**src/rtl/core/substring_locator_top_macros.svh**
```systemverilog
// Assertion helpers shared by the substring locator RTL.
// Every check is sampled on the rising edge of clk and is idle during reset.
`ifndef SUBSTRING_LOCATOR_TOP_MACROS_SVH
`define SUBSTRING_LOCATOR_TOP_MACROS_SVH

// Same-cycle implication.
`define SL_ASSERT_NOW(label, ante, cons, msg) \
  label: assert property (@(posedge clk) disable iff (!rst_n) (ante) |-> (cons)) \
    else $error(msg);

// Next-cycle implication.
`define SL_ASSERT_NEXT(label, ante, cons, msg) \
  label: assert property (@(posedge clk) disable iff (!rst_n) (ante) |=> (cons)) \
    else $error(msg);

`endif

```
**src/rtl/core/subloc_pkg.sv**
```systemverilog
`default_nettype none

package subloc_pkg;

  // Register file layout
  localparam int CFG_IDX_W = 3;
  localparam int CFG_DATA_W = 64;
  localparam int LEN_W = 5;
  localparam int OFFSET_W = 16;
  localparam int POS_OUT_W = 16;
  localparam int PATTERN_BYTES = 16;

  localparam logic [CFG_IDX_W-1:0] REG_PATTERN_LOW    = 3'd0;
  localparam logic [CFG_IDX_W-1:0] REG_PATTERN_HIGH   = 3'd1;
  localparam logic [CFG_IDX_W-1:0] REG_PATTERN_LENGTH = 3'd2;
  localparam logic [CFG_IDX_W-1:0] REG_START_OFFSET   = 3'd3;
  localparam logic [CFG_IDX_W-1:0] REG_SEARCH_REVERSE = 3'd4;

  localparam logic [LEN_W-1:0] PATTERN_LENGTH_RESET = 5'd1;

  // Input word
  typedef struct packed {
    logic [7:0] source_byte;
    logic       last_byte;
  } in_word_t;

  // Result word
  typedef struct packed {
    logic                 found;
    logic [POS_OUT_W-1:0] match_position;
    logic                 overlong;
  } out_word_t;

  // Per-byte status from the cell row to the position tracker
  typedef struct packed {
    logic take;   // a byte is accepted this cycle
    logic last;   // it closes the string
    logic hit;    // a full pattern occurrence ends on it
  } step_t;

endpackage

`default_nettype wire

```
**src/rtl/core/subloc_cell.sv**
```systemverilog
`default_nettype none

// One partial-match cell: bit i says pattern bytes 0..i end on the current byte.
module subloc_cell (
  input  wire logic       clk,
  input  wire logic       rst_n,
  input  wire logic       shift,      // byte accepted
  input  wire logic       clear,      // byte accepted and it ends the string
  input  wire logic       active,     // cell lies inside the pattern length
  input  wire logic [7:0] pat_byte,
  input  wire logic [7:0] src_byte,
  input  wire logic       match_in,   // previous cell's bit, or 1 for the head cell
  output logic            match_r,
  output logic            match_nxt
);

  // Extend the neighbor's partial match by one byte
  assign match_nxt = match_in & active & (pat_byte == src_byte);

  always_ff @(posedge clk) begin
    if (!rst_n) begin
      match_r <= 1'b0;
    end else if (clear) begin
      match_r <= 1'b0;
    end else if (shift) begin
      match_r <= match_nxt;
    end
  end

endmodule

`default_nettype wire

```
**src/rtl/core/subloc_tracker.sv**
```systemverilog
`default_nettype none

`include "substring_locator_top_macros.svh"

// Byte position, kept occurrence and the registered result word.
module subloc_tracker #(
  parameter int POSITION_BITS = 16
) (
  input  wire logic                           clk,
  input  wire logic                           rst_n,
  input  wire subloc_pkg::step_t              step,
  input  wire logic [subloc_pkg::LEN_W-1:0]   eff_len,
  input  wire logic [subloc_pkg::OFFSET_W-1:0] start_offset,
  input  wire logic                           search_reverse,
  input  wire logic                           out_stall,
  output logic                                out_valid,
  output subloc_pkg::out_word_t               out_data
);

  localparam int CW = (POSITION_BITS > subloc_pkg::POS_OUT_W) ? POSITION_BITS
                                                               : subloc_pkg::POS_OUT_W;

  logic [POSITION_BITS-1:0] byte_count_r;
  logic [POSITION_BITS-1:0] byte_count_nxt;
  logic                     have_hit_r;
  logic                     have_hit_nxt;
  logic [CW-1:0]            hit_pos_r;
  logic [CW-1:0]            hit_pos_nxt;
  logic                     sat_r;
  logic                     sat_nxt;
  logic                     out_valid_r;
  subloc_pkg::out_word_t    out_data_r;
  subloc_pkg::out_word_t    out_data_nxt;

  logic          saturated;
  logic [CW-1:0] start_w;
  logic [CW-1:0] count_ext;
  logic          qualify;
  logic          record;

  // Count saturates at all ones; a byte arriving then is out of range
  assign saturated      = &byte_count_r;
  assign byte_count_nxt = saturated ? byte_count_r : byte_count_r + 1'b1;
  assign sat_nxt        = sat_r | saturated;

  // Start of an occurrence ending on this byte
  assign start_w = CW'(byte_count_r) + CW'(1) - CW'(eff_len);

  // Forward keeps the first start at or above the offset; reverse the last one below it
  assign qualify = search_reverse ? (start_w < CW'(start_offset))
                                  : (!have_hit_r && (start_w >= CW'(start_offset)));
  assign record  = step.hit & ~saturated & qualify;

  assign have_hit_nxt = have_hit_r | record;
  assign hit_pos_nxt  = record ? start_w : hit_pos_r;

  // Result for a closing byte
  assign count_ext = CW'(byte_count_nxt);
  always_comb begin
    out_data_nxt.found          = have_hit_nxt;
    out_data_nxt.match_position = have_hit_nxt ? hit_pos_nxt[subloc_pkg::POS_OUT_W-1:0]
                                               : count_ext[subloc_pkg::POS_OUT_W-1:0];
    out_data_nxt.overlong       = sat_nxt;
  end

  // Stream state, cleared after each closing byte
  always_ff @(posedge clk) begin
    if (!rst_n) begin
      byte_count_r <= '0;
      have_hit_r   <= 1'b0;
      hit_pos_r    <= '0;
      sat_r        <= 1'b0;
    end else if (step.take) begin
      if (step.last) begin
        byte_count_r <= '0;
        have_hit_r   <= 1'b0;
        hit_pos_r    <= '0;
        sat_r        <= 1'b0;
      end else begin
        byte_count_r <= byte_count_nxt;
        have_hit_r   <= have_hit_nxt;
        hit_pos_r    <= hit_pos_nxt;
        sat_r        <= sat_nxt;
      end
    end
  end

  // Output register
  always_ff @(posedge clk) begin
    if (!rst_n) begin
      out_valid_r <= 1'b0;
    end else if (step.take && step.last) begin
      out_valid_r <= 1'b1;
    end else if (!out_stall) begin
      out_valid_r <= 1'b0;
    end
  end

  always_ff @(posedge clk) begin
    if (step.take && step.last) begin
      out_data_r <= out_data_nxt;
    end
  end

  assign out_valid = out_valid_r;
  assign out_data  = out_data_r;

  `SL_ASSERT_NOW(a_sat_count_full, sat_r, saturated, "overflow flag set with count not saturated")
  `SL_ASSERT_NOW(a_hit_below_count, have_hit_r, hit_pos_r < CW'(byte_count_r), "kept start not below count")
  `SL_ASSERT_NEXT(a_clear_after_last, step.take && step.last, !have_hit_r && !sat_r && (byte_count_r == '0), "stream state not cleared after last word")

endmodule

`default_nettype wire

```
**src/rtl/core/substring_locator_top.sv**
```systemverilog
`default_nettype none

// Latency: the result word is valid on the cycle after the word carrying the last byte.
// Throughput: one byte per cycle; the cell row and the start check are combinational.
// Only a closing byte waits, and only while an earlier result is still stalled.
// Reset (synchronous, rst_n low): registers return to pattern length 1, all else zero;
// stream state and the output valid flag clear at once, no clearing pass.
`include "substring_locator_top_macros.svh"

module substring_locator_top #(
  parameter int MAX_PATTERN   = 16,
  parameter int POSITION_BITS = 16
) (
  input  wire logic                               clk,
  input  wire logic                               rst_n,
  input  wire logic                               in_valid,
  output logic                                    in_stall,
  input  wire subloc_pkg::in_word_t               in_data,
  output logic                                    out_valid,
  input  wire logic                               out_stall,
  output subloc_pkg::out_word_t                   out_data,
  input  wire logic                               cfg_we,
  input  wire logic [subloc_pkg::CFG_IDX_W-1:0]   cfg_index,
  input  wire logic [subloc_pkg::CFG_DATA_W-1:0]  cfg_data
);

  localparam int CELLS = (MAX_PATTERN < subloc_pkg::PATTERN_BYTES) ? MAX_PATTERN
                                                                   : subloc_pkg::PATTERN_BYTES;

  logic [subloc_pkg::CFG_DATA_W-1:0] pattern_low_r;
  logic [subloc_pkg::CFG_DATA_W-1:0] pattern_high_r;
  logic [subloc_pkg::LEN_W-1:0]      pattern_length_r;
  logic [subloc_pkg::OFFSET_W-1:0]   start_offset_r;
  logic                              search_reverse_r;

  logic [2*subloc_pkg::CFG_DATA_W-1:0] pattern_all;
  logic [subloc_pkg::LEN_W-1:0]        eff_len;
  logic [CELLS-1:0]                    match_bits;
  logic [CELLS-1:0]                    match_nxt;
  logic                                take;
  logic                                top_hit;
  subloc_pkg::step_t                   step;

  // Register writes
  always_ff @(posedge clk) begin
    if (!rst_n) begin
      pattern_low_r    <= '0;
      pattern_high_r   <= '0;
      pattern_length_r <= subloc_pkg::PATTERN_LENGTH_RESET;
      start_offset_r   <= '0;
      search_reverse_r <= 1'b0;
    end else if (cfg_we) begin
      unique case (cfg_index)
        subloc_pkg::REG_PATTERN_LOW:    pattern_low_r    <= cfg_data;
        subloc_pkg::REG_PATTERN_HIGH:   pattern_high_r   <= cfg_data;
        subloc_pkg::REG_PATTERN_LENGTH: pattern_length_r <= cfg_data[subloc_pkg::LEN_W-1:0];
        subloc_pkg::REG_START_OFFSET:   start_offset_r   <= cfg_data[subloc_pkg::OFFSET_W-1:0];
        subloc_pkg::REG_SEARCH_REVERSE: search_reverse_r <= cfg_data[0];
        default: ;
      endcase
    end
  end

  // Pattern length limited to the cell count
  assign eff_len = (pattern_length_r > subloc_pkg::LEN_W'(CELLS))
                   ? subloc_pkg::LEN_W'(CELLS) : pattern_length_r;
  assign pattern_all = {pattern_high_r, pattern_low_r};

  // A closing byte waits only while the previous result is held
  assign in_stall = out_valid & out_stall & in_data.last_byte;
  assign take     = in_valid & ~in_stall;

  // Row of partial-match cells
  for (genvar i = 0; i < CELLS; i++) begin : g_cell
    logic link;
    if (i == 0) begin : g_head
      assign link = 1'b1;
    end else begin : g_body
      assign link = match_bits[i-1];
    end

    subloc_cell u_cell (
      .clk       (clk),
      .rst_n     (rst_n),
      .shift     (take),
      .clear     (take & in_data.last_byte),
      .active    (eff_len > subloc_pkg::LEN_W'(i)),
      .pat_byte  (pattern_all[8*i +: 8]),
      .src_byte  (in_data.source_byte),
      .match_in  (link),
      .match_r   (match_bits[i]),
      .match_nxt (match_nxt[i])
    );
  end

  // Full occurrence: the cell at the pattern's last byte lights up
  always_comb begin
    top_hit = 1'b0;
    for (int i = 0; i < CELLS; i++) begin
      if (eff_len == subloc_pkg::LEN_W'(i + 1)) begin
        top_hit = match_nxt[i];
      end
    end
  end

  always_comb begin
    step.take = take;
    step.last = in_data.last_byte;
    step.hit  = top_hit;
  end

  subloc_tracker #(
    .POSITION_BITS (POSITION_BITS)
  ) u_tracker (
    .clk            (clk),
    .rst_n          (rst_n),
    .step           (step),
    .eff_len        (eff_len),
    .start_offset   (start_offset_r),
    .search_reverse (search_reverse_r),
    .out_stall      (out_stall),
    .out_valid      (out_valid),
    .out_data       (out_data)
  );

  `SL_ASSERT_NEXT(a_cells_clear_after_last, take && in_data.last_byte, match_bits == '0, "cell row not cleared after last word")
  `SL_ASSERT_NOW(a_cells_in_length, 1'b1, (match_bits >> eff_len) == '0, "partial match beyond pattern length")
  `SL_ASSERT_NEXT(a_result_after_last, take && in_data.last_byte, out_valid, "no result after last word")

endmodule

`default_nettype wire

```
**config.mk**
```make
export PLATFORM = sky130hd
export DESIGN_NAME = substring_locator_top
export DESIGN_NICKNAME = d
export VERILOG_FILES = /design/src/rtl/core/subloc_pkg.sv /design/src/rtl/core/subloc_cell.sv /design/src/rtl/core/subloc_tracker.sv /design/src/rtl/core/substring_locator_top.sv
export VERILOG_INCLUDE_DIRS = /design/src /design/src/rtl/core
export SDC_FILE = /design/constraint.sdc
export NUM_CORES = 1
export LEC_CHECK = 0
export ABC_AREA = 1
export BUFFER_PORTS_ARGS = -buffer_cell sky130_fd_sc_hd__buf_2
export CAP_MARGIN = 20
export CORE_UTILIZATION = 44
export CTS_CLUSTER_DIAMETER = 100
export DETAILED_ROUTE_END_ITERATION = 10
export GPL_TIMING_DRIVEN = 0
export PLACE_DENSITY = 0.74
export SETUP_SLACK_MARGIN = 0.05
export SLEW_MARGIN = 40
export SYNTH_ARGS = -nofsm -noshare
export SYNTH_HDL_FRONTEND = slang
export SYNTH_SLANG_ARGS = --single-unit
```
**constraint.sdc**
```tcl
create_clock -name clk -period 4.5 [get_ports clk]
set_clock_uncertainty 0.1 [all_clocks]
set_input_delay 0.225 -clock clk [delete_from_list [all_inputs] [get_ports clk]]
set_output_delay 0.225 -clock clk [all_outputs]
set_load 0.01 [all_outputs]
```
======== Yosys cells after proc, flatten, opt, wreduce, memory -nomap -nowiden ========
Index checks and enable logic that the tools add are counted.
storage, ports and cells
  register bits ........................... 218
  input port bits ......................... 81
  output and inout port bits .............. 20
  word-level logic and storage cells ...... 166
cells by class
  add/subtract/negate cells ............... 2
  magnitude comparators ................... 19
  equal/unequal tests ..................... 37
  multiplexer cells ....................... 27
  bitwise gates (word level) .............. 42
  reduce and logical (&&, ||, !) cells .... 11
operators by type and width
  operator               number
  $eq 8x8->1             16
  $mux 16                5
  $eq 5x4->1 const B     8
  $gt 5x4->1 const B     8
  $and 1x1->1            37
  $mux 1                 21
  $eq 5x3->1 const B     4
  $gt 5x3->1 const B     4
  $add 16x1->16 const B  1
  $ge 16x16->1           1
  $lt 16x16->1           1
  $reduce_and 16->1      1
  $sub 16x5->16          1
  $eq 5x2->1 const B     2
  $gt 5x1->1 const B     2
  $gt 5x2->1 const B     2
  $reduce_and 2->1       5
  $eq 3x2->1 const B     2
  $eq 5x1->1 const B     1
  $eq 5x5->1 const B     1
  $gt 5x5->1 const B     1
  $mux 5                 1
  $eq 3x1->1 const B     1
  $eq 3x3->1 const B     1
  other kinds (7)        11

======== Longest topological paths before layout ========
  depth after elaboration ................. 24
  mapped depth ............................ 33
  gate-level depth less buffers ........... 31

======== By module ========
Synthesis repeated with hierarchy kept, for this count alone.
unflattened totals
  cells, all modules ...................... 2037
  area, all modules ....................... 12937.4 um2
by module, submodules not included
  module                 instances  cells an instance  area each (um2)  sequential area each (um2)
  substring_locator_top  1          746                5609.1           3002.9
  subloc_tracker         1          571                3844.9           1241.2
  subloc_cell            16         45                 217.7            20.0

======== Worst setup path after synthesis ========
OpenSTA, ideal clock, no wires.
  path type ............................... reg-to-reg
  start ................................... reg pattern_length_r[2] in the netlist's numbering
  end ..................................... reg u_tracker.out_data_r, in the netlist u_tracker.out_data[6], data pin
  setup time .............................. 0.252 ns
  data arrival time ....................... 4.414 ns
  required time ........................... 4.148 ns
  setup slack ............................. -0.266 ns
  stages on the path, launching flop included .. 34
  buffers on the path ..................... 2
  clock period less this slack ............ 4.766 ns
  cell sequence ........................... dfxtp_1 -> buf_2 -> nor2_2 -> nand3_1 -> nand2_1 -> inv_2 -> nor2_1 -> inv_1 -> ha_1 -> a21oi_1 -> o21ai_0 -> a21oi_1 -> o21bai_1 -> nor2_1 -> nand2_1 -> nor2_1 -> nand2_1 -> nor2_1 -> and3_1 -> nand3_2 -> xor2_2 -> ha_1 -> nand4_1 -> nor3_1 -> nand4_1 -> nand3_1 -> a21oi_1 -> nor3_2 -> nand2_2 -> buf_6 -> nand2_1 -> nand2_1 -> nand2_1 -> nand2_1
RTL lines
  what                    RTL line                     source
  start, declared         substring_locator_top.sv:32  logic [subloc_pkg::LEN_W-1:0] pattern_length_r;
  start signal, assigned  substring_locator_top.sv:49  pattern_length_r <= subloc_pkg::PATTERN_LENGTH_RESET;
  start signal, assigned  substring_locator_top.sv:56  subloc_pkg::REG_PATTERN_LENGTH: pattern_length_r <= cfg_data[subloc_pkg::LEN_W-1:0];
  end signal, assigned    subloc_tracker.sv:101        out_data_r <= out_data_nxt;
  end, declared           subloc_tracker.sv:32         subloc_pkg::out_word_t out_data_r;

==> metrics <==
Finished Layout Cells=2152; Slew HR=49.0%; Ys Warns=0; endpoints failing setup=34; RSZ-0062 raised after global routing=true; dpl ws=-876 ps; die extent in x=161 µm; peak fanout along the critical path=5; CP max stage cell=dfxtp_4; first-pass GRT wire length=60000 µm; Final HPWL DP=26700 µm; initial antenna violation count=0; Slew @ Worst Pin=765 ps; Pre-Repair DR Iteration Count=5; GR Overflow Total=0; Final Slew Violations=0; CP peak stage delay=380 ps; FF-to-FF End=u_tracker.out_data[1]; Synth Register Bits=218; stages on the worst setup path=32; CTS tree=yes; WL/cell=18.5 µm; wirelength, routed=39800 µm; post-synthesis cell count=1564; H-tree Lvls=1; dpl cells=1987; largest net degree at the start of global routing=19; # nets final=1915; ys flop type=dfxtp_1; Root Driver=clkbuf_16; f_max=0.203 GHz; insertion delay to the later sink of the worst-skew pair=520 ps; Synth Area per Inst=7.09 µm²; Startpoint Class=register; CTS max path bufs=3; post-route minimum period=4920 ps; initial DRC count=1435; Num CTS Buffers=25; failing checks=negative setup slack; Netlist Area Pre-Place=11100 µm²; cell family with most CP delay=simple AND/OR/NAND/NOR gates; port buffer count=98; Worst Setup EP=u_tracker.out_data[1]; sequential area share after synthesis=41.0%; total number of vias=12.0k; Critical Path Most Common Cell=buf_4; Async S/R FF share, synth=0%; Reg2Reg Setup Slack=-420 ps; status=finished with violations; nature of the critical path endpoint=register; WP data arrival=5100 ps; power density cells=344 nW/µm²; diodes inserted=0; vias per cell=5.58; share of layout cells above drive strength 1=20.1%; post-layout instance area=14500 µm²; post-route setup slack=-419 ps; final worst-path cycle share=109%; filler cell count=2135; WP data required=4680 ps; Bufs and invs on worst path=9; Final GP Congestion=0.944; Die Ht=161 µm; r2r startpoint=u_tracker.byte_count_r[1]; P_leak=6.22 nW; post-synthesis net count=1668; Post-synth EDFFs=18; ANT nets after route=0; Area Overhead vs Synth=31.1%; worst setup path category=reg2reg; vias in the first global route=11.3k; crit path launch=u_tracker.byte_count_r[1]; Total Routing Usage GR=29.5%; Synth cell types=50; DR DRC count=0; cell row count=57; Fin. Hold Viols=0; Max VDD drop=0.369 mV; placed cell area=12100 µm²; Starting Density=45.2%; Reg clk slew, reported paths=60 ps; Max Cap Viol=0; Hold Path Class=in2reg; worst-case reg-to-reg path depth=32; # IOs=101; Core Box Area=24500 µm²; die area=25800 µm²; clock sink count=218
==> worst min-delay path: cells and delay by family <==
family                 cells  cell delay, ps
AOI/OAI and AO/OA          1              70
buffers and inverters      1             150
and+or+nand+nor            2             160
==> sequential cells by signal, indices dropped and copies added (netlist names) <==
name	count
pattern_low_r	64
u_tracker.sat_r	1
u_tracker.byte_count_r	16
u_tracker.have_hit_r	1
u_tracker.out_valid	1
search_reverse_r	1
pattern_high_r	64
pattern_length_r	5
u_tracker.out_data	18
start_offset_r	16
u_tracker.hit_pos_r	16
g_cell.u_cell.match_r	15
==> through the flow <==
| step | TNS [ps] | hold slack (ps) | utilization [%] | total power [mW] |
|---|---|---|---|---|
| final | -11930 | 36.2 | 59.3 | 5.00 |
| after global routing | -20210 | 35.7 | 59.3 | 5.16 |
| after floorplan | -70.6 | 255 | - | 2.49 |
| after CTS | -3960 | 1.12 | 57.5 | 4.91 |
| after detailed placement | -25350 | 353 | 49.2 | 2.71 |
| after global placement | -20420 | 346 | 49.1 | 2.69 |
==> worst min path at each step <==
stage	startpoint	to	cells after the start
3_5_place_dp	start_offset_r[0]	start_offset_r[0]	2
3_3_place_gp	start_offset_r[0]	start_offset_r[0]	2
2_1_floorplan	cfg_data[0]	pattern_length_r[0]	2
6_report	cfg_index[0]	pattern_length_r[0]	4
5_1_grt	cfg_index[0]	pattern_length_r[0]	4
4_1_cts	cfg_index[0]	pattern_length_r[0]	4
==> placed cells by master (no fill, tap or decap), types with 4 or more instances in the layout <==
cell           Yosys  layout
a2111oi_0          4       4
a211oi_1           6       4
a21oi_1          123     112
a21oi_2            0       9
buf_2             11     107
buf_4              9      52
buf_6              3      12
clkbuf_1          60      66
clkbuf_16          0      27
clkbuf_8           0       6
dfxtp_1          200     193
dfxtp_4            0       4
dlygate4sd3_1      0      68
edfxtp_1          18      18
ha_1              22      17
ha_4               0       4
inv_1            116     114
inv_2             16      15
inv_4              0       4
nand2_1          313     251
nand2_2            2      52
nand2_4            1      12
nand3_1           43      39
nand4_1           15      15
nor2_1           246     237
nor2_2             9      13
nor2_4             2       7
nor3_1            14      12
nor4_1            10      10
o2111ai_1          4       4
o21ai_0          193     192
o22ai_1           15      15
xnor2_1           28      28
xor2_1            47      42
xor2_2             1       6
==> power by group <==
part / switching (mW) / total (mW) / internal [mW]
logic: 0.499 / 0.849 / 0.350
clock network: 0.831 / 2.10 / 1.27
registers: 0.0379 / 2.05 / 2.02
==> cell type report <==
type                       instances  area (µm²)  area share, %
sequential                       218        4560           31.4
clock buffer                      38         756           5.20
tap                              324         405           2.79
inverter                         133         507           3.49
buffer                            82         390           2.69
timing repair buffer             221        1660           11.4
clock inverter                     6        83.8          0.577
multi-input combinational       1130        6180           42.5
==> repair_timing <==
| item | CTS | global route |
|---|---|---|
| endpoints found under the setup margin | 34 | 34 |
| gates cloned | 2 | 1 |
| hold endpoints to repair | 134 | 0 |
| gates resized for setup | 58 | 86 |
| setup buffers | 38 | 13 |
| hold buffers | 68 | 0 |
| pin swaps | 32 | 31 |
==> cell usage after synthesis (2+ instances only) <==
cell | count | area [µm²]
a2111oi_0 | 4 | 35.0
a211oi_1 | 6 | 45.0
a21boi_0 | 2 | 15.0
a21oi_1 | 123 | 616
a221oi_1 | 2 | 17.5
a31o_2 | 2 | 17.5
and3_1 | 2 | 12.5
buf_2 | 11 | 55.1
buf_4 | 9 | 67.6
buf_6 | 3 | 33.8
clkbuf_1 | 60 | 225
dfxtp_1 | 200 | 4000
edfxtp_1 | 18 | 541
ha_1 | 22 | 275
inv_1 | 116 | 435
inv_2 | 16 | 60.1
nand2_1 | 313 | 1170
nand2_2 | 2 | 12.5
nand3_1 | 43 | 215
nand4_1 | 15 | 93.8
nor2_1 | 246 | 923
nor2_2 | 9 | 56.3
nor2_4 | 2 | 22.5
nor3_1 | 14 | 70.1
nor3_2 | 3 | 30.0
nor4_1 | 10 | 62.6
o2111ai_1 | 4 | 35.0
o211ai_1 | 3 | 22.5
o21ai_0 | 193 | 966
o21ai_1 | 2 | 10.0
o21bai_1 | 2 | 15.0
o22ai_1 | 15 | 93.8
or2_0 | 2 | 12.5
xnor2_1 | 28 | 245
xor2_1 | 47 | 412
==> layer usage <==
| metal | share of wire (%) | up-vias | GRT usage [%] |
|---|---|---|---|
| met5 | 0 | - | 0 |
| met2 | 46 | 646 | 47.8 |
| met1 | 41 | 5634 | 38.8 |
| met3 | 9.2 | 133 | 4.39 |
| li1 | - | 5599 | - |
| met4 | 4.5 | 0 | 13.5 |
==> cell families after synthesis <==
| logic type | synth area share, % |
|---|---|
| adder cells (fa/ha/maj) | 2.66 |
| buffers and inverters | 7.94 |
| AND/OR/NAND/NOR | 24.8 |
| AO/OA/AOI/OAI | 17.6 |
| XOR/XNOR | 6.07 |
| flip-flops | 41.0 |
Note: power is estimated with default switching activity, not from simulation.
